**config.mk**
```make
export PLATFORM = sky130hd
export DESIGN_NAME = tgf_queue
export DESIGN_NICKNAME = d
export VERILOG_FILES = /design/src/rtl/core/tgf_pkg.sv /design/src/rtl/core/tgf_queue.sv
export SDC_FILE = /design/constraint.sdc
export NUM_CORES = 1
export LEC_CHECK = 0
export BUFFER_PORTS_ARGS = -buffer_cell sky130_fd_sc_hd__buf_2
export CAP_MARGIN = 0
export CORE_ASPECT_RATIO = 0.5
export CORE_MARGIN = 10
export CORE_UTILIZATION = 57
export DETAILED_ROUTE_END_ITERATION = 16
export GPL_TIMING_DRIVEN = 0
export PLACE_DENSITY = 0.78
export SYNTH_ARGS = -nofsm -noshare
export SYNTH_HDL_FRONTEND = slang
export SYNTH_SLANG_ARGS = --single-unit
```
**constraint.sdc**
```tcl
create_clock -name i_clk -period 3.85 [get_ports i_clk]
set_clock_uncertainty 0.2 [all_clocks]
set_input_delay 0.1925 -clock i_clk [delete_from_list [all_inputs] [get_ports i_clk]]
set_output_delay 0.1925 -clock i_clk [all_outputs]
set_load 0.01 [all_outputs]
```
**src/rtl/core/tgf_pkg.sv**
```systemverilog
// ----------------------------------------------------------------------------
// tgf_pkg
// shared types, constants and the quarter-wave cosine table of the gait unit
// ----------------------------------------------------------------------------
package tgf_pkg;

    localparam int LEG_COUNT        = 6;
    localparam int LEG_W            = 3;
    localparam int TRIG_TABLE_DEPTH = 256;
    localparam int TRIG_LOG2        = $clog2(TRIG_TABLE_DEPTH);
    localparam int TAB_IDX_W        = TRIG_LOG2 + 1;
    localparam int QUEUE_DEPTH_DEF  = 4;
    localparam int DIV_STEPS        = 48;
    localparam int DIV_CNT_W        = $clog2(DIV_STEPS);

    localparam logic [15:0]          MIN_PERIOD  = 16'd200;
    localparam logic [63:0]          PI_HALF_Q30 = 64'd1686629713;
    localparam logic [LEG_COUNT-1:0] LEG_GROUP   = 6'b100110;

    localparam logic [2:0] CFG_STRIDE_LENGTH  = 3'd0;
    localparam logic [2:0] CFG_STEP_HEIGHT    = 3'd1;
    localparam logic [2:0] CFG_CYCLE_PERIOD   = 3'd2;
    localparam logic [2:0] CFG_STRIDE_WIDTH   = 3'd3;
    localparam logic [2:0] CFG_NEUTRAL_REACH  = 3'd4;
    localparam logic [2:0] CFG_NEUTRAL_HEIGHT = 3'd5;

    typedef enum logic [1:0] {
        CMD_TICK   = 2'd0,
        CMD_START  = 2'd1,
        CMD_STOP   = 2'd2,
        CMD_FREEZE = 2'd3
    } t_in_mode;

    typedef enum logic [1:0] {
        GAIT_IDLE = 2'd0,
        GAIT_WALK = 2'd1,
        GAIT_STOP = 2'd2
    } t_gait;

    typedef enum logic [3:0] {
        B_IDLE, B_LOAD, B_DIV, B_STRIDE, B_LEG, B_TA, B_TB, B_MX, B_MY, B_MZ, B_OUT
    } t_bstate;

    typedef struct packed {
        logic               neutral;
        logic [31:0]        elapsed;
        logic signed [15:0] fwd;
        logic signed [15:0] side;
    } t_cmd;

    typedef struct packed {
        logic [14:0]        stride_len;
        logic [14:0]        lift_height;
        logic [15:0]        cycle_period;
        logic signed [15:0] side_stride;
        logic signed [15:0] neutral_reach;
        logic signed [15:0] neutral_height;
    } t_cfg;

    typedef logic [15:0] t_tab [0:TRIG_TABLE_DEPTH];

    function automatic logic [63:0] taylor_div(int k);
        case (k)
            1:       taylor_div = 64'd2;
            2:       taylor_div = 64'd12;
            3:       taylor_div = 64'd30;
            4:       taylor_div = 64'd56;
            5:       taylor_div = 64'd90;
            default: taylor_div = 64'd132;
        endcase
    endfunction

    function automatic logic [63:0] cdiv(input logic [63:0] a, input logic [63:0] b);
        logic [63:0] q;
        logic [64:0] r;
        q = '0;
        r = '0;
        for (int i = 63; i >= 0; i--) begin
            r = {r[63:0], a[i]};
            if (r >= {1'b0, b}) begin
                r    = r - {1'b0, b};
                q[i] = 1'b1;
            end
        end
        return q;
    endfunction

    function automatic t_tab build_tab();
        t_tab               tab;
        logic [63:0]        x;
        logic [63:0]        x2;
        logic [63:0]        term;
        logic signed [63:0] sum;
        logic [63:0]        v;
        for (int i = 0; i <= TRIG_TABLE_DEPTH; i++) begin
            x    = (PI_HALF_Q30 * 64'(i)) >> TRIG_LOG2;
            x2   = (x * x) >> 30;
            term = 64'd1 << 30;
            sum  = signed'(term);
            for (int k = 1; k <= 6; k++) begin
                term = (term * x2) >> 30;
                term = cdiv(term, taylor_div(k));
                if (k % 2 == 1) begin
                    sum = sum - signed'(term);
                end else begin
                    sum = sum + signed'(term);
                end
            end
            if (sum < 0) begin
                sum = 0;
            end
            v = (unsigned'(sum) + 64'd16384) >> 15;
            if (v > 64'd32768) begin
                v = 64'd32768;
            end
            tab[i] = v[15:0];
        end
        return tab;
    endfunction

    localparam t_tab QTAB = build_tab();

    function automatic logic signed [15:0] sat16(input logic signed [18:0] v);
        if (v > 19'sd32767) begin
            sat16 = 16'sh7fff;
        end else if (v < -19'sd32768) begin
            sat16 = -16'sh8000;
        end else begin
            sat16 = v[15:0];
        end
    endfunction

endpackage

```
**src/rtl/core/tgf_queue.sv**
```systemverilog
// ----------------------------------------------------------------------------
// tgf_queue
// small command fifo between the front and the back, registered read
// ----------------------------------------------------------------------------
module tgf_queue #(
    parameter int DEPTH = tgf_pkg::QUEUE_DEPTH_DEF
) (
    input  logic         i_clk,
    input  logic         i_rst_n,
    input  logic         i_push,
    input  tgf_pkg::t_cmd i_data,
    output logic         o_full,
    input  logic         i_pop,
    output tgf_pkg::t_cmd o_data,
    output logic         o_empty
);
    import tgf_pkg::*;

    localparam int PTR_W = (DEPTH > 1) ? $clog2(DEPTH) : 1;
    localparam int CNT_W = $clog2(DEPTH + 1);

    t_cmd             mem [DEPTH];
    logic [PTR_W-1:0] r_wr_ptr;
    logic [PTR_W-1:0] r_rd_ptr;
    logic [CNT_W-1:0] r_count;
    t_cmd             r_rd_data;

    assign o_full  = (r_count == CNT_W'(DEPTH));
    assign o_empty = (r_count == '0);
    assign o_data  = r_rd_data;

    function automatic logic [PTR_W-1:0] ptr_inc(input logic [PTR_W-1:0] p);
        if (p == PTR_W'(DEPTH - 1)) begin
            ptr_inc = '0;
        end else begin
            ptr_inc = p + 1'b1;
        end
    endfunction

    always_ff @(posedge i_clk) begin
        if (i_push) begin
            mem[r_wr_ptr] <= i_data;
        end
        if (i_pop) begin
            r_rd_data <= mem[r_rd_ptr];
        end
    end

    always_ff @(posedge i_clk) begin
        if (!i_rst_n) begin
            r_wr_ptr <= '0;
            r_rd_ptr <= '0;
            r_count  <= '0;
        end else begin
            if (i_push) begin
                r_wr_ptr <= ptr_inc(r_wr_ptr);
            end
            if (i_pop) begin
                r_rd_ptr <= ptr_inc(r_rd_ptr);
            end
            if (i_push && !i_pop) begin
                r_count <= r_count + 1'b1;
            end else if (!i_push && i_pop) begin
                r_count <= r_count - 1'b1;
            end
        end
    end

`ifndef NO_ASSERTIONS
    a_no_overflow: assert property (@(posedge i_clk) disable iff (!i_rst_n)
        !(i_push && o_full && !i_pop)) else $error("queue overflow");
    a_no_underflow: assert property (@(posedge i_clk) disable iff (!i_rst_n)
        i_pop |-> !o_empty) else $error("queue underflow");
`endif

endmodule

```
==> metrics.md <==
| Metric | Value |
|---|---|
| Status | finished clean |
| Library cells used by synthesis | 23 |
| Num rows | 37 |
| EDFF count, synth | between 300 and 400 |
| Antenna Nets Post-Route | 0 |
| Residual DRC | 0 |
| VDD IR max | between 400 and 500 uV |
| Nets | about 760 |
| Crit path arrival time | approximately 2700 ps |
| Avg Inst Size Synth | around 26 um2 |
| IO Pins | ~140 |
| Logic pwr share | just under 8% |
| Layout area overhead | 24.0% |
| Tmin final | approximately 2400 ps |
| Static leakage | 5.02 nW |
| Commonest cells after routing, fill and taps aside | edfxtp_1 (325), buf_2 (139), dlygate4sd3_1 (68) |
| Most common cell after layout, fill and taps aside | edfxtp_1 |
| CP peak stage delay | 550 ps |
| Maximum clock frequency | 0.418 GHz |
| CP Capture Type | flip-flop |
| Number of fill cells | 1175 |
| Crit Reg-Reg Startpoint | r_wr_ptr[0]$_SDFFE_PN0P_ |
| Die Y | roughly 120 um |
| RD Place Congestion | roughly 0.66 |
| Fin cells | a little under 1000 |
| Clock sinks | 332 |
| Detailed Route WL | between 20000 and 25000 um |
| Final setup margin | ~1500 ps |
| Clock share of power | between 30% and 40% |
| Starting Density | 57.7% |
| Syn Std Cell Area | approximately 12000 um2 |
| Grt ovf | 0 |
| Num CTS Buffers | 28 |
| Ys async rst share | 0% |
| Worst Path Class, Setup | input port to flip-flop |
| P_int | 6.25 mW |
| Critical path depth | 10 |
| Routed vias | about 5300 |
| Die Span X | 223 um |
| DRT iter0 DRCs | 409 |
| Drt first pass iters | 4 |
| Dpl ws | approximately 1500 ps |
| Port buffer count | 135 |
| Cells after DPL | 860 |
| Period utilisation layout | about 62% |
| # diodes | 0 |
| Crit-path slowest cell | dlygate4sd3_1 |
| Worst min path class | input port to flip-flop |
| Final hold violations | 0 |
| RSZ-0062 raised after global routing | false |
| CP delay by family, top | buffers and inverters |
| Worst skew pair latency | 540 ps |
| Critical Path RT | 4120 ps |
| Cells along the critical path | dlygate4sd3_1 > buf_4 > buf_16 > inv_1 > ha_1 > inv_1 > fa_1 > xor2_1 > or3_1 > a21boi_0 |
| Power per Cell Area | 540 nW/um2 |
| Gate Count Post-Synth | between 400 and 500 |
| CTS clk-pin slew, worst paths | 70 ps |
| DR WL/cell | between 20 and 25 um |
| CTS Buffer Depth | 3 |
| Vias per Instance | between 5 and 6 |
| Maxcap violations | 0 |
| CORE AREA | 20400 um2 |
| Dpl cell area | 12900 um2 |
| Post-synthesis sequential area ratio | ~84% |
| Min Hold Slack | 198 ps |
| Worst Path Max Fanout | 50 |
| Pwr Total | ~8 mW |
| Setup crit start kind | input port |
| Switching part of the total | about a fifth |
| Syn. warnings | 0 |
| CP Buf/Inv Count | 5 |
| Utilization after layout | 71.6% |
| Crit path launch | i_pop |
| WHS Path Cells | 2 |
| Mapped Nets | approximately 520 |
| FF-to-FF path depth | 4 |
| First-pass GRT wire length | approximately 34000 um |
| NetSw | between 1.5 and 2 mW |
| Die area | between 20000 and 30000 um2 |
| H-tree levels | 1 |
| Synth Flop Type | edfxtp_1 |
| Post-DP HPWL | 12800 um |
| Crit path top cell by count | inv_1 |
| Clock Tree Root | clkbuf_16 |
| GRT Total Usage | 15.9% |
| Layout cells sized above 1 | a little under two fifths |
| Worst-margin pin slew | around 660 ps |
| CTS tree | built |
| FF+latch count, synth | about 330 |
| Largest net degree at the start of global routing | 51 |
| Final instance area | ~15000 um2 |
| Initial antenna violation count | 0 |
| Setup slack, reg-to-reg | between 1500 and 2000 ps |
| Seq pwr share | about 54% |
| Vias in the first global route | between 5000 and 6000 |
| Hold Path Origin | i_data[48] |
| Setup TNS Final | 0 ps |
| Relative slew slack | 55.8% |
| Final setup fails | 0 |
| Max Slew Vio Count | 0 |
power groups by stage:
stage / sequential, mW / combinational, mW / clock (mW)
after global routing: 4.26 / 0.658 / 3.24
after CTS: 4.25 / 0.621 / 3.09
after global placement: 4.33 / 0.524 / 0
after detailed placement: 4.33 / 0.560 / 0
final: 4.25 / 0.605 / 3.04
after floorplan: 4.36 / 0.274 / 0
per-layer routing:
layer	wire, um	share of wire, %	GRT usage [%]
met5	0	0	0
met2	11300	52	27.5
met4	413	1.9	4.28
met3	815	3.7	3.23
met1	9330	43	20.6
kinds of logic after synthesis:
logic type | after synthesis | synth area share [%]
muxes | 69 | 12.8
and+or+nand+nor | 15 | 0.785
DFF | 332 | 84.0
adders and majority gates | 7 | 0.807
AOI/OAI and AO/OA | 3 | 0.149
xor gates and xnor gates | 2 | 0.149
buffers and inverters | 19 | 1.37
layout make-up:
class | instances | area [um2] | share of cell area, %
Multi-Input combinational cell | 96 | 1740 | 11.9
Timing Repair Buffer | 208 | 1470 | 10.1
Clock inverter | 21 | 292 | 1.99
Tap cell | 273 | 342 | 2.34
Sequential cell | 332 | 9900 | 67.7
Buffer | 15 | 146 | 1.00
Clock buffer | 31 | 712 | 4.87
Inverter | 4 | 15.0 | 0.103
final timing paths:
check,endpoint
worst max-delay path,r_count[2]$_SDFFE_PN0P_
worst min-delay path,mem[0][48]$_DFFE_PP_
worst max register to register,mem[0][32]$_DFFE_PP_
worst min register to register,r_count[2]$_SDFFE_PN0P_
timing repair:
item                                    in CTS  in global routing
endpoints found under the hold margin      285                  0
setup buffers                                0                  0
hold buffers                                68                  0
endpoints found under the setup margin       0                  0
resized for setup                            0                  0
cells in the mapped netlist, types with 2 or more instances:
cell type  instances  share of area (%)
ha_1               6               0.64
edfxtp_1         325                 83
clkbuf_1           2              0.064
buf_2              5               0.21
and2_1             5               0.27
inv_1              4               0.13
nor2b_1            5               0.27
mux4_2            65                 12
buf_12             4               0.68
mux2i_1            4               0.34
buf_4              3               0.19
nor3b_1            2               0.13
dfxtp_1            7                1.2
worst register-to-register path, cell delays in order (launching register included):
cell and delay, ps:
dfxtp_1 350, inv_1 100, ha_1 170, and2_4 520
buf_12 310
state kept, by name, indices dropped and copies added (netlist names):
name and cells:
mem 260, o_data 65, r_count 3, r_rd_ptr 2, r_wr_ptr 2
Note: power is estimated with default switching activity, not from simulation.
