==> src/rtl/core/tgf_pkg.sv <==
// ----------------------------------------------------------------------------
// tgf_pkg
// shared types, constants and the quarter-wave cosine table of the gait unit
// ----------------------------------------------------------------------------
package tgf_pkg;

    localparam int LEG_COUNT        = 6;
    localparam int LEG_W            = 3;
    localparam int TRIG_TABLE_DEPTH = 256;
    localparam int TRIG_LOG2        = $clog2(TRIG_TABLE_DEPTH);
    localparam int TAB_IDX_W        = TRIG_LOG2 + 1;
    localparam int QUEUE_DEPTH_DEF  = 4;
    localparam int DIV_STEPS        = 48;
    localparam int DIV_CNT_W        = $clog2(DIV_STEPS);

    localparam logic [15:0]          MIN_PERIOD  = 16'd200;
    localparam logic [63:0]          PI_HALF_Q30 = 64'd1686629713;
    localparam logic [LEG_COUNT-1:0] LEG_GROUP   = 6'b100110;

    localparam logic [2:0] CFG_STRIDE_LENGTH  = 3'd0;
    localparam logic [2:0] CFG_STEP_HEIGHT    = 3'd1;
    localparam logic [2:0] CFG_CYCLE_PERIOD   = 3'd2;
    localparam logic [2:0] CFG_STRIDE_WIDTH   = 3'd3;
    localparam logic [2:0] CFG_NEUTRAL_REACH  = 3'd4;
    localparam logic [2:0] CFG_NEUTRAL_HEIGHT = 3'd5;

    typedef enum logic [1:0] {
        CMD_TICK   = 2'd0,
        CMD_START  = 2'd1,
        CMD_STOP   = 2'd2,
        CMD_FREEZE = 2'd3
    } t_in_mode;

    typedef enum logic [1:0] {
        GAIT_IDLE = 2'd0,
        GAIT_WALK = 2'd1,
        GAIT_STOP = 2'd2
    } t_gait;

    typedef enum logic [3:0] {
        B_IDLE, B_LOAD, B_DIV, B_STRIDE, B_LEG, B_TA, B_TB, B_MX, B_MY, B_MZ, B_OUT
    } t_bstate;

    typedef struct packed {
        logic               neutral;
        logic [31:0]        elapsed;
        logic signed [15:0] fwd;
        logic signed [15:0] side;
    } t_cmd;

    typedef struct packed {
        logic [14:0]        stride_len;
        logic [14:0]        lift_height;
        logic [15:0]        cycle_period;
        logic signed [15:0] side_stride;
        logic signed [15:0] neutral_reach;
        logic signed [15:0] neutral_height;
    } t_cfg;

    typedef logic [15:0] t_tab [0:TRIG_TABLE_DEPTH];

    function automatic logic [63:0] taylor_div(int k);
        case (k)
            1:       taylor_div = 64'd2;
            2:       taylor_div = 64'd12;
            3:       taylor_div = 64'd30;
            4:       taylor_div = 64'd56;
            5:       taylor_div = 64'd90;
            default: taylor_div = 64'd132;
        endcase
    endfunction

    function automatic logic [63:0] cdiv(input logic [63:0] a, input logic [63:0] b);
        logic [63:0] q;
        logic [64:0] r;
        q = '0;
        r = '0;
        for (int i = 63; i >= 0; i--) begin
            r = {r[63:0], a[i]};
            if (r >= {1'b0, b}) begin
                r    = r - {1'b0, b};
                q[i] = 1'b1;
            end
        end
        return q;
    endfunction

    function automatic t_tab build_tab();
        t_tab               tab;
        logic [63:0]        x;
        logic [63:0]        x2;
        logic [63:0]        term;
        logic signed [63:0] sum;
        logic [63:0]        v;
        for (int i = 0; i <= TRIG_TABLE_DEPTH; i++) begin
            x    = (PI_HALF_Q30 * 64'(i)) >> TRIG_LOG2;
            x2   = (x * x) >> 30;
            term = 64'd1 << 30;
            sum  = signed'(term);
            for (int k = 1; k <= 6; k++) begin
                term = (term * x2) >> 30;
                term = cdiv(term, taylor_div(k));
                if (k % 2 == 1) begin
                    sum = sum - signed'(term);
                end else begin
                    sum = sum + signed'(term);
                end
            end
            if (sum < 0) begin
                sum = 0;
            end
            v = (unsigned'(sum) + 64'd16384) >> 15;
            if (v > 64'd32768) begin
                v = 64'd32768;
            end
            tab[i] = v[15:0];
        end
        return tab;
    endfunction

    localparam t_tab QTAB = build_tab();

    function automatic logic signed [15:0] sat16(input logic signed [18:0] v);
        if (v > 19'sd32767) begin
            sat16 = 16'sh7fff;
        end else if (v < -19'sd32768) begin
            sat16 = -16'sh8000;
        end else begin
            sat16 = v[15:0];
        end
    endfunction

endpackage

==> src/rtl/core/tgf_front.sv <==
// ----------------------------------------------------------------------------
// tgf_front
// accepts commands, keeps gait mode, cycle origin and config registers
// ----------------------------------------------------------------------------
module tgf_front (
    input  logic          i_clk,
    input  logic          i_rst_n,
    input  logic          i_s_tvalid,
    output logic          o_s_tready,
    input  logic [63:0]   i_s_tdata,
    input  logic [1:0]    i_s_tuser,
    input  logic          i_cfg_valid,
    output logic          o_cfg_ready,
    input  logic [2:0]    i_cfg_index,
    input  logic [15:0]   i_cfg_data,
    output tgf_pkg::t_cfg o_cfg,
    output logic          o_push,
    output tgf_pkg::t_cmd o_cmd,
    input  logic          i_full
);
    import tgf_pkg::*;

    t_cfg  r_cfg;
    t_gait r_mode;
    t_gait n_mode;
    logic [31:0] r_origin;
    logic [31:0] n_origin;

    logic               accept;
    logic [31:0]        tick;
    logic [31:0]        origin_eff;
    logic [31:0]        elapsed;
    logic signed [15:0] fwd_raw;
    logic signed [15:0] side_raw;
    logic signed [15:0] fwd_c;
    logic signed [15:0] side_c;
    logic               neutral;

    assign o_s_tready  = !i_full;
    assign o_cfg_ready = 1'b1;
    assign o_cfg       = r_cfg;
    assign accept      = i_s_tvalid && o_s_tready;
    assign tick        = i_s_tdata[31:0];
    assign fwd_raw     = i_s_tdata[47:32];
    assign side_raw    = i_s_tdata[63:48];

    function automatic logic signed [15:0] clamp_ratio(input logic signed [15:0] r);
        if (r > 16'sd16384) begin
            clamp_ratio = 16'sd16384;
        end else if (r < -16'sd16384) begin
            clamp_ratio = -16'sd16384;
        end else begin
            clamp_ratio = r;
        end
    endfunction

    always_comb begin
        fwd_c      = clamp_ratio(fwd_raw);
        side_c     = clamp_ratio(side_raw);
        origin_eff = (r_origin == '0) ? tick : r_origin;
        elapsed    = tick - origin_eff;
        n_mode     = r_mode;
        n_origin   = r_origin;
        neutral    = 1'b1;
        o_push     = 1'b0;
        if (accept) begin
            case (t_in_mode'(i_s_tuser))
                CMD_START: begin
                    if (r_mode == GAIT_IDLE || r_mode == GAIT_STOP) begin
                        n_mode = GAIT_WALK;
                    end
                end
                CMD_STOP: begin
                    if (r_mode == GAIT_WALK) begin
                        n_mode = GAIT_STOP;
                    end
                end
                CMD_FREEZE: begin
                    n_mode = GAIT_IDLE;
                end
                default: begin
                    o_push   = 1'b1;
                    n_origin = origin_eff;
                    if (r_mode == GAIT_WALK || r_mode == GAIT_STOP) begin
                        neutral = (r_mode == GAIT_STOP) &&
                                  (elapsed >= {16'h0, r_cfg.cycle_period});
                        if (neutral) begin
                            n_mode = GAIT_IDLE;
                        end
                    end else begin
                        n_mode = GAIT_IDLE;
                    end
                end
            endcase
        end
        o_cmd.neutral = neutral;
        o_cmd.elapsed = elapsed;
        o_cmd.fwd     = fwd_c;
        o_cmd.side    = side_c;
    end

    always_ff @(posedge i_clk) begin
        if (!i_rst_n) begin
            r_mode   <= GAIT_IDLE;
            r_origin <= '0;
        end else begin
            r_mode   <= n_mode;
            r_origin <= n_origin;
        end
    end

    always_ff @(posedge i_clk) begin
        if (!i_rst_n) begin
            r_cfg.stride_len     <= 15'd960;
            r_cfg.lift_height    <= 15'd480;
            r_cfg.cycle_period   <= 16'd1000;
            r_cfg.side_stride    <= 16'sd0;
            r_cfg.neutral_reach  <= 16'sd1600;
            r_cfg.neutral_height <= -16'sd1280;
        end else if (i_cfg_valid && o_cfg_ready) begin
            case (i_cfg_index)
                CFG_STRIDE_LENGTH:  r_cfg.stride_len  <= i_cfg_data[14:0];
                CFG_STEP_HEIGHT:    r_cfg.lift_height <= i_cfg_data[14:0];
                CFG_CYCLE_PERIOD: begin
                    if (i_cfg_data >= MIN_PERIOD) begin
                        r_cfg.cycle_period <= i_cfg_data;
                    end
                end
                CFG_STRIDE_WIDTH:   r_cfg.side_stride    <= i_cfg_data;
                CFG_NEUTRAL_REACH:  r_cfg.neutral_reach  <= i_cfg_data;
                CFG_NEUTRAL_HEIGHT: r_cfg.neutral_height <= i_cfg_data;
                default: ;
            endcase
        end
    end

endmodule

==> config.mk <==
export PLATFORM = sky130hd
export DESIGN_NAME = tgf_front
export DESIGN_NICKNAME = d
export VERILOG_FILES = /design/src/rtl/core/tgf_pkg.sv /design/src/rtl/core/tgf_front.sv
export SDC_FILE = /design/constraint.sdc
export NUM_CORES = 1
export LEC_CHECK = 0
export BUFFER_PORTS_ARGS = -buffer_cell sky130_fd_sc_hd__buf_2
export CORE_AREA = 5 5 131 133
export DETAILED_ROUTE_END_ITERATION = 6
export DIE_AREA = 0 0 136 138
export PLACE_DENSITY_LB_ADDON = 0.05
export REMOVE_ABC_BUFFERS = 1
export SYNTH_ARGS = -nofsm -noshare
export SYNTH_HDL_FRONTEND = slang
export SYNTH_SLANG_ARGS = --single-unit
==> constraint.sdc <==
create_clock -name i_clk -period 7.1 [get_ports i_clk]
set_input_delay 1.42 -clock i_clk [delete_from_list [all_inputs] [get_ports i_clk]]
set_output_delay 1.42 -clock i_clk [all_outputs]
set_load 0.02 [all_outputs]
==> results of run 1 <==
## registers in the layout, summed over array words and instances (netlist names)
name	flops
r_origin	32
r_mode	2
o_cfg	94
## layer usage
layer  routed length (um)  GRT usage [%]  vias to the layer above
met2                12130          43.78                      269
met1                11440          35.23                     3824
met3                 1751          4.318                       34
met4                  422          8.223                        0
met5                    0              0                        -
li1                     -              -                     4146
## worst min path at each step
stage / end / cells past startpoint
final: o_cfg[31] / 2
after global routing: o_cfg[64] / 2
after CTS: o_cfg[31] / 2
after detailed placement: o_cfg[11] / 2
after global placement: o_cfg[13] / 2
after floorplan: r_origin[15] / 2
## power by group through the flow
| stage | Combinational [mW] | Clock (mW) | Sequential (mW) |
|---|---|---|---|
| after global placement | 1.54 | 0 | 0.765 |
| after global routing | 1.72 | 0.941 | 0.753 |
| after CTS | 1.55 | 0.910 | 0.749 |
| after detailed placement | 1.54 | 0 | 0.765 |
| final | 1.58 | 0.897 | 0.751 |
| after floorplan | 1.04 | 0 | 0.779 |
## logic make-up after synthesis
kind of cell	count (synthesis)	share of synthesized area (%)
compound gates	279	24.25
flops	128	31.70
simple gates	459	28.42
mux	14	1.749
xor+xnor	20	2.167
buf+inv	92	4.427
fa+ha+maj	47	7.243
other cells	1	0.04639
## synthesized netlist by cell type, types with 3 or more instances
library cell	n	area (um2)
a211oi_1	9	67.56
o211ai_1	11	82.58
dfxtp_1	128	2562
o21ai_0	23	115.1
nor4_1	13	81.33
a21oi_1	60	300.3
nand3b_1	4	30.03
or3_1	3	18.77
a31oi_1	39	244.0
nor3_1	11	55.05
clkbuf_1	47	176.4
a21boi_0	64	480.5
ha_1	46	575.6
nor4_2	10	125.1
or2_2	4	25.02
and3_1	6	37.54
inv_1	37	138.9
nand2_1	210	788.3
nand2b_1	9	56.30
nor2_1	39	146.4
nand3_1	33	165.2
xnor2_1	14	122.6
o21bai_1	4	30.03
mux2i_1	13	130.1
nand4_1	14	87.58
xor2_1	6	52.55
and2_1	33	206.5
nor2b_1	56	350.3
a21o_1	23	172.7
o21a_1	3	22.52
nor3b_1	5	37.54
buf_2	4	20.02
o22ai_1	3	18.77
## metrics by stage
| step | util, % | instances |
|---|---|---|
| finish | 64.97 | 1503 |
| global route | 64.97 | 1503 |
| CTS | 64.46 | 1498 |
| detailed placement | 60.60 | 1466 |
| global placement | 60.60 | 1466 |
| floorplan | - | 985 |
## critical path, stage by stage (launching register included)
cell and delay [ns]:
dfxtp_1 0.35, nor4_4 0.37, nand4_1 0.13, buf_4 0.19, nor2_4 0.24, a21oi_1 0.11, ha_1 0.43, a211oi_1 0.40
nor2b_1 0.18, o31a_1 0.18, nor4_2 0.06, or2_4 0.25, a21oi_2 0.16, xnor2_1 0.17, ha_1 0.28, nor2b_1 0.13
o21ai_0 0.15, o211a_1 0.15, o21ai_0 0.11, nor4_1 0.23, nand4_1 0.20, a21bo_1 0.26, buf_2 0.16
## layout make-up
class	instances	area (um2)
Clock inverter	13	161.4
Timing Repair Buffer	270	1401
Clock buffer	18	439.2
Multi-Input combinational cell	821	5235
Inverter	37	138.9
Sequential cell	128	2562
Tap cell	216	270.3
Fill cell	1476	5504
## what timing repair did
item | CTS | global route
pin swaps | 1 | 4
endpoints found under the setup margin | 1 | 1
cloned | 1 | 0
setup buffers | 0 | 5
resized for setup | 0 | 6
==> results.yml, run 1 <==
sta:
  setup_tns_ns: 0
  clock.fmax_ghz: 0.1490
  rsz0062_at_grt: "no"
  setup_viol: 0
  drv_slew: 0
  fin_crit_sh_pct: 94.55
  period_minus_slack_ns: 6.713
  fin_skew_ns: 0.007278
  slew-limit-headroom_pct: 24.67
  hold_viol: 0
  setup_slack_ns: 0.3873
  tightestPinTransition_ns: 1.124
  whs_ns: 0.4613
place:
  port_buffers: 250
  place.gp.congestion: 0.9253
  dp_hpwl_um: 19400
  dp_slack_ns: 0.4391
  dpl_cell_area_mm2: 0.009522
finish:
  layout_common_cells: "buf_2 (250), nand2_1 (210), dfxtp_1 (128)"
  num_antenna_cells: 0
  final_nets: 1411
  syn2layout_area_growth_pct: 26.28
  final_common_cell: "buf_2"
  drive_above_1_share_pct: 26.57
  stdcell_area_mm2: 0.01021
route:
  route.detailed.drc: 0
  ant_nets: 0
  wl_um: 25740
  routedWlPerCell_um: 17.12
  viasPerCell: 5.504
  drtIter0Drc: 593
  vias: 8273
  dr.pass1.iters: 5
yosys:
  netlist_instances: 1040
  seq_area_frac_synth_pct: 31.70
  yosysWarningCount: 0
  synth_edf_count: 0
  syn_area_per_cell_um2: 7.773
  synthFlopType: "dfxtp_1"
  syn_area_mm2: 0.008084
  synthDistinctLibCells: 74
  yosys_register_bits: 128
  synth_async_sr_flop_share_pct: 0
cts:
  clk_pin_slew_ns: 0.05
  htree_levels: 4
  tritoncts: "done"
  cts_root_buf: "clkbuf_16"
  insertion_delay_ns: 0.42
  clockBufferDepth: 2
  cts_sinks: 128
  cts_hold_buf: 0
  numCtsBuffers: 17
worst_setup_path:
  cp-start-kind: "register"
  crit_required_ns: 5.68
  crit_start: "r_origin[26]"
  cp-endpoint: "o_cmd[64]"
  reg2reg_to: "r_mode[0]"
  reg2reg_from: "r_origin[26]"
  critPathMaxFanout: 10
  worst_setup_path_end_kind: "primary output"
  path_class: "register to primary output"
  cp.arrival_ns: 5.29
  worst_r2r_path_depth: 21
  rrSetupSlack_ns: 2.33
run:
  maxCapViolCount: 0
die:
  ios: 252
  initial_utilization_pct: 51.45
  die_y_um: 138
  rows: 46
  core_area_mm2: 0.01571
  die_w_um: 136
  die-area_mm2: 0.01877
outcome:
  status: "completed"
global_routing:
  grt_pass1_wl_um: 40160
  grt_max_degree: 129
  grt_overflow_total: 0
  grt_usage_pct: 26.46
  first_global_vias: 7554
  antenna_found_initial: 0
hold_path:
  min-delay-path-class: "register to register"
  hold_path.startpoint: "o_cfg[31]"
power:
  sequentialPowerShare_pct: 23.3
  leakagePower_nw: 4.464
  intPower_mw: 1.873
  p_comb_share_pct: 48.9
  power_density_mw_per_mm2: 315.9
  ir_drop_uv: 169.3
  power_switching_mw: 1.352
  total_power_mw: 3.225
  switching_share_pct: 41.93
  p_clk_share_pct: 27.8
Power figures use the tool's default switching activity.
==> run 2, diff against run 1 <==
RECOVER_POWER = 100   (was default)
==> results.yml, run 2 (synthesis gave the netlist of run 1 again) <==
global_routing:
  antenna_found_initial: 0
  grt_max_degree: 129
  grt_overflow_total: 0
  first_global_vias: 7554
  grt_usage_pct: 26.46
  grt_pass1_wl_um: 40160
cts:
  tritoncts: "done"
  htree_levels: 4
  cts_sinks: 128
  cts_hold_buf: 0
  cts_root_buf: "clkbuf_16"
  clockBufferDepth: 2
  insertion_delay_ns: 0.42
  numCtsBuffers: 17
  clk_pin_slew_ns: 0.05
place:
  place.gp.congestion: 0.9253
  dp_slack_ns: 0.4391
  dp_hpwl_um: 19400
  dpl_cell_area_mm2: 0.009522
  port_buffers: 250
die:
  die-area_mm2: 0.01877
  die_w_um: 136
  core_area_mm2: 0.01571
  initial_utilization_pct: 51.45
  ios: 252
  rows: 46
  die_y_um: 138
sta:
  setup_viol: 0
  fin_skew_ns: 0.006974
  clock.fmax_ghz: 0.1481
  period_minus_slack_ns: 6.754
  rsz0062_at_grt: "no"
  slew-limit-headroom_pct: -207.7
  hold_viol: 0
  drv_slew: 129
  tightestPinTransition_ns: 4.615
  setup_slack_ns: 0.3458
  setup_tns_ns: 0
  fin_crit_sh_pct: 95.13
  whs_ns: 0.4646
finish:
  fillCellCount: 1530
  num_antenna_cells: 0
  drive_above_1_share_pct: 16.71
  syn2layout_area_growth_pct: 24.01
  final_common_cell: "nand2_1"
  final_nets: 1411
  largest_register_ffs: 94
  layout_common_cells: "nand2_1 (210), dfxtp_1 (128), buf_2 (127)"
  stdcell_area_mm2: 0.01002
route:
  vias: 8306
  drtIter0Drc: 600
  ant_nets: 0
  viasPerCell: 5.526
  dr.pass1.iters: 5
  route.detailed.drc: 0
  wl_um: 25900
  routedWlPerCell_um: 17.23
worst_setup_path:
  crit_required_ns: 5.68
  reg2reg_from: "r_origin[26]"
  reg2reg_to: "r_mode[0]"
  worst_r2r_path_depth: 22
  path_cells: "nor4_4, nand4_1, buf_4, nor2_4, a21o_1, ha_1, inv_1, ha_1, a21o_1, a21oi_1, o22ai_1, a311oi_1, xnor2_1, ha_1, a21o_1, a21o_1, a21oi_1, o211a_1, o21ai_0, nor4_1, nand4_1, a21bo_1, clkbuf_2"
  rrSetupSlack_ns: 2.28
  path_buf_inv: 3
  worst_setup_path_end_kind: "primary output"
  cp.arrival_ns: 5.33
  path_common_cell: "a21o_1"
  cp-start-kind: "register"
  crit_start: "r_origin[26]"
  cpPeakStageDelay_ns: 0.59
  slowest_stage: "a311oi_1"
  cp-endpoint: "o_cmd[64]"
  path_class: "register to primary output"
  critPathMaxFanout: 10
  path_delay_family: "compound AO/OA/AOI/OAI gates"
  worst-path-stages: 23
power:
  ir_drop_uv: 169.0
  leakagePower_nw: 4.034
  power_density_mw_per_mm2: 319.7
run:
  maxCapViolCount: 1
outcome:
  violations: "capacitance limit, slew limit"
  status: "finished, violations left"
hold_path:
  min-delay-path-class: "register to register"
==> run 2: changes by cell type in the layout (fill, tap and decap cells not counted), sizes merged <==
cell,previous run,this run
buf,270,145
clkbuf,18,143
==> run 2: layer usage <==
| layer | GRT usage, % | wire (um) | vias up |
|---|---|---|---|
| met5 | 0 | 0 | - |
| met4 | 8.223 | 445 | 0 |
| met3 | 4.318 | 1777 | 35 |
| met2 | 43.78 | 12140 | 255 |
| met1 | 35.23 | 11540 | 3870 |
| li1 | - | - | 4146 |
==> run 2: where the power goes <==
| group | internal, mW | switching (mW) |
|---|---|---|
| Sequential | 0.737 | 0.0138 |
| Combinational | 0.556 | 1.00 |
| Clock | 0.560 | 0.336 |
==> run 2: worst min path at each step <==
stage	endpoint	slack, ns	cells after the start	startpoint
after floorplan	r_origin[15]	0.50	2	r_origin[15]
after global placement	o_cfg[13]	0.45	2	o_cfg[13]
after detailed placement	o_cfg[11]	0.45	2	o_cfg[11]
after CTS	o_cfg[31]	0.47	2	o_cfg[31]
after global routing	o_cfg[64]	0.48	2	o_cfg[64]
final	o_cfg[31]	0.46	2	o_cfg[31]
==> run 2: layout make-up <==
| class | count | area, um2 | area share, % |
|---|---|---|---|
| Sequential cell | 128 | 2562 | 25.56 |
| Clock buffer | 18 | 439.2 | 4.381 |
| Clock inverter | 13 | 161.4 | 1.610 |
| Multi-Input combinational cell | 821 | 5211 | 51.98 |
| Tap cell | 216 | 270.3 | 2.696 |
| Timing Repair Buffer | 270 | 1241 | 12.38 |
| Inverter | 37 | 138.9 | 1.385 |
==> run 2: worst register-to-register path, delay by kind of cell (launching register included) <==
kind	cells	cell delay, ns
AOI/OAI and AO/OA	11	2.23
xor gates and xnor gates	1	0.19
adders and majority gates	3	0.57
buffers and inverters	2	0.24
DFF	1	0.35
and+or+nand+nor	5	1.15
==> run 2: repair_timing <==
item / CTS / global route
pin swaps: 1 / 4
buffers inserted: 0 / 5
gates cloned: 1 / 0
gates resized for setup: 0 / 6
setup endpoints to repair: 1 / 1
==> run 2: per-stage QoR <==
step           cells  utilization [%]  total power, mW
6_report        1503            63.80            3.205
5_1_grt         1503            63.80            3.394
4_1_cts         1498            64.46            3.209
3_5_place_dp    1466            60.60            2.302
3_3_place_gp    1466            60.60            2.300
2_1_floorplan    985                -            1.818
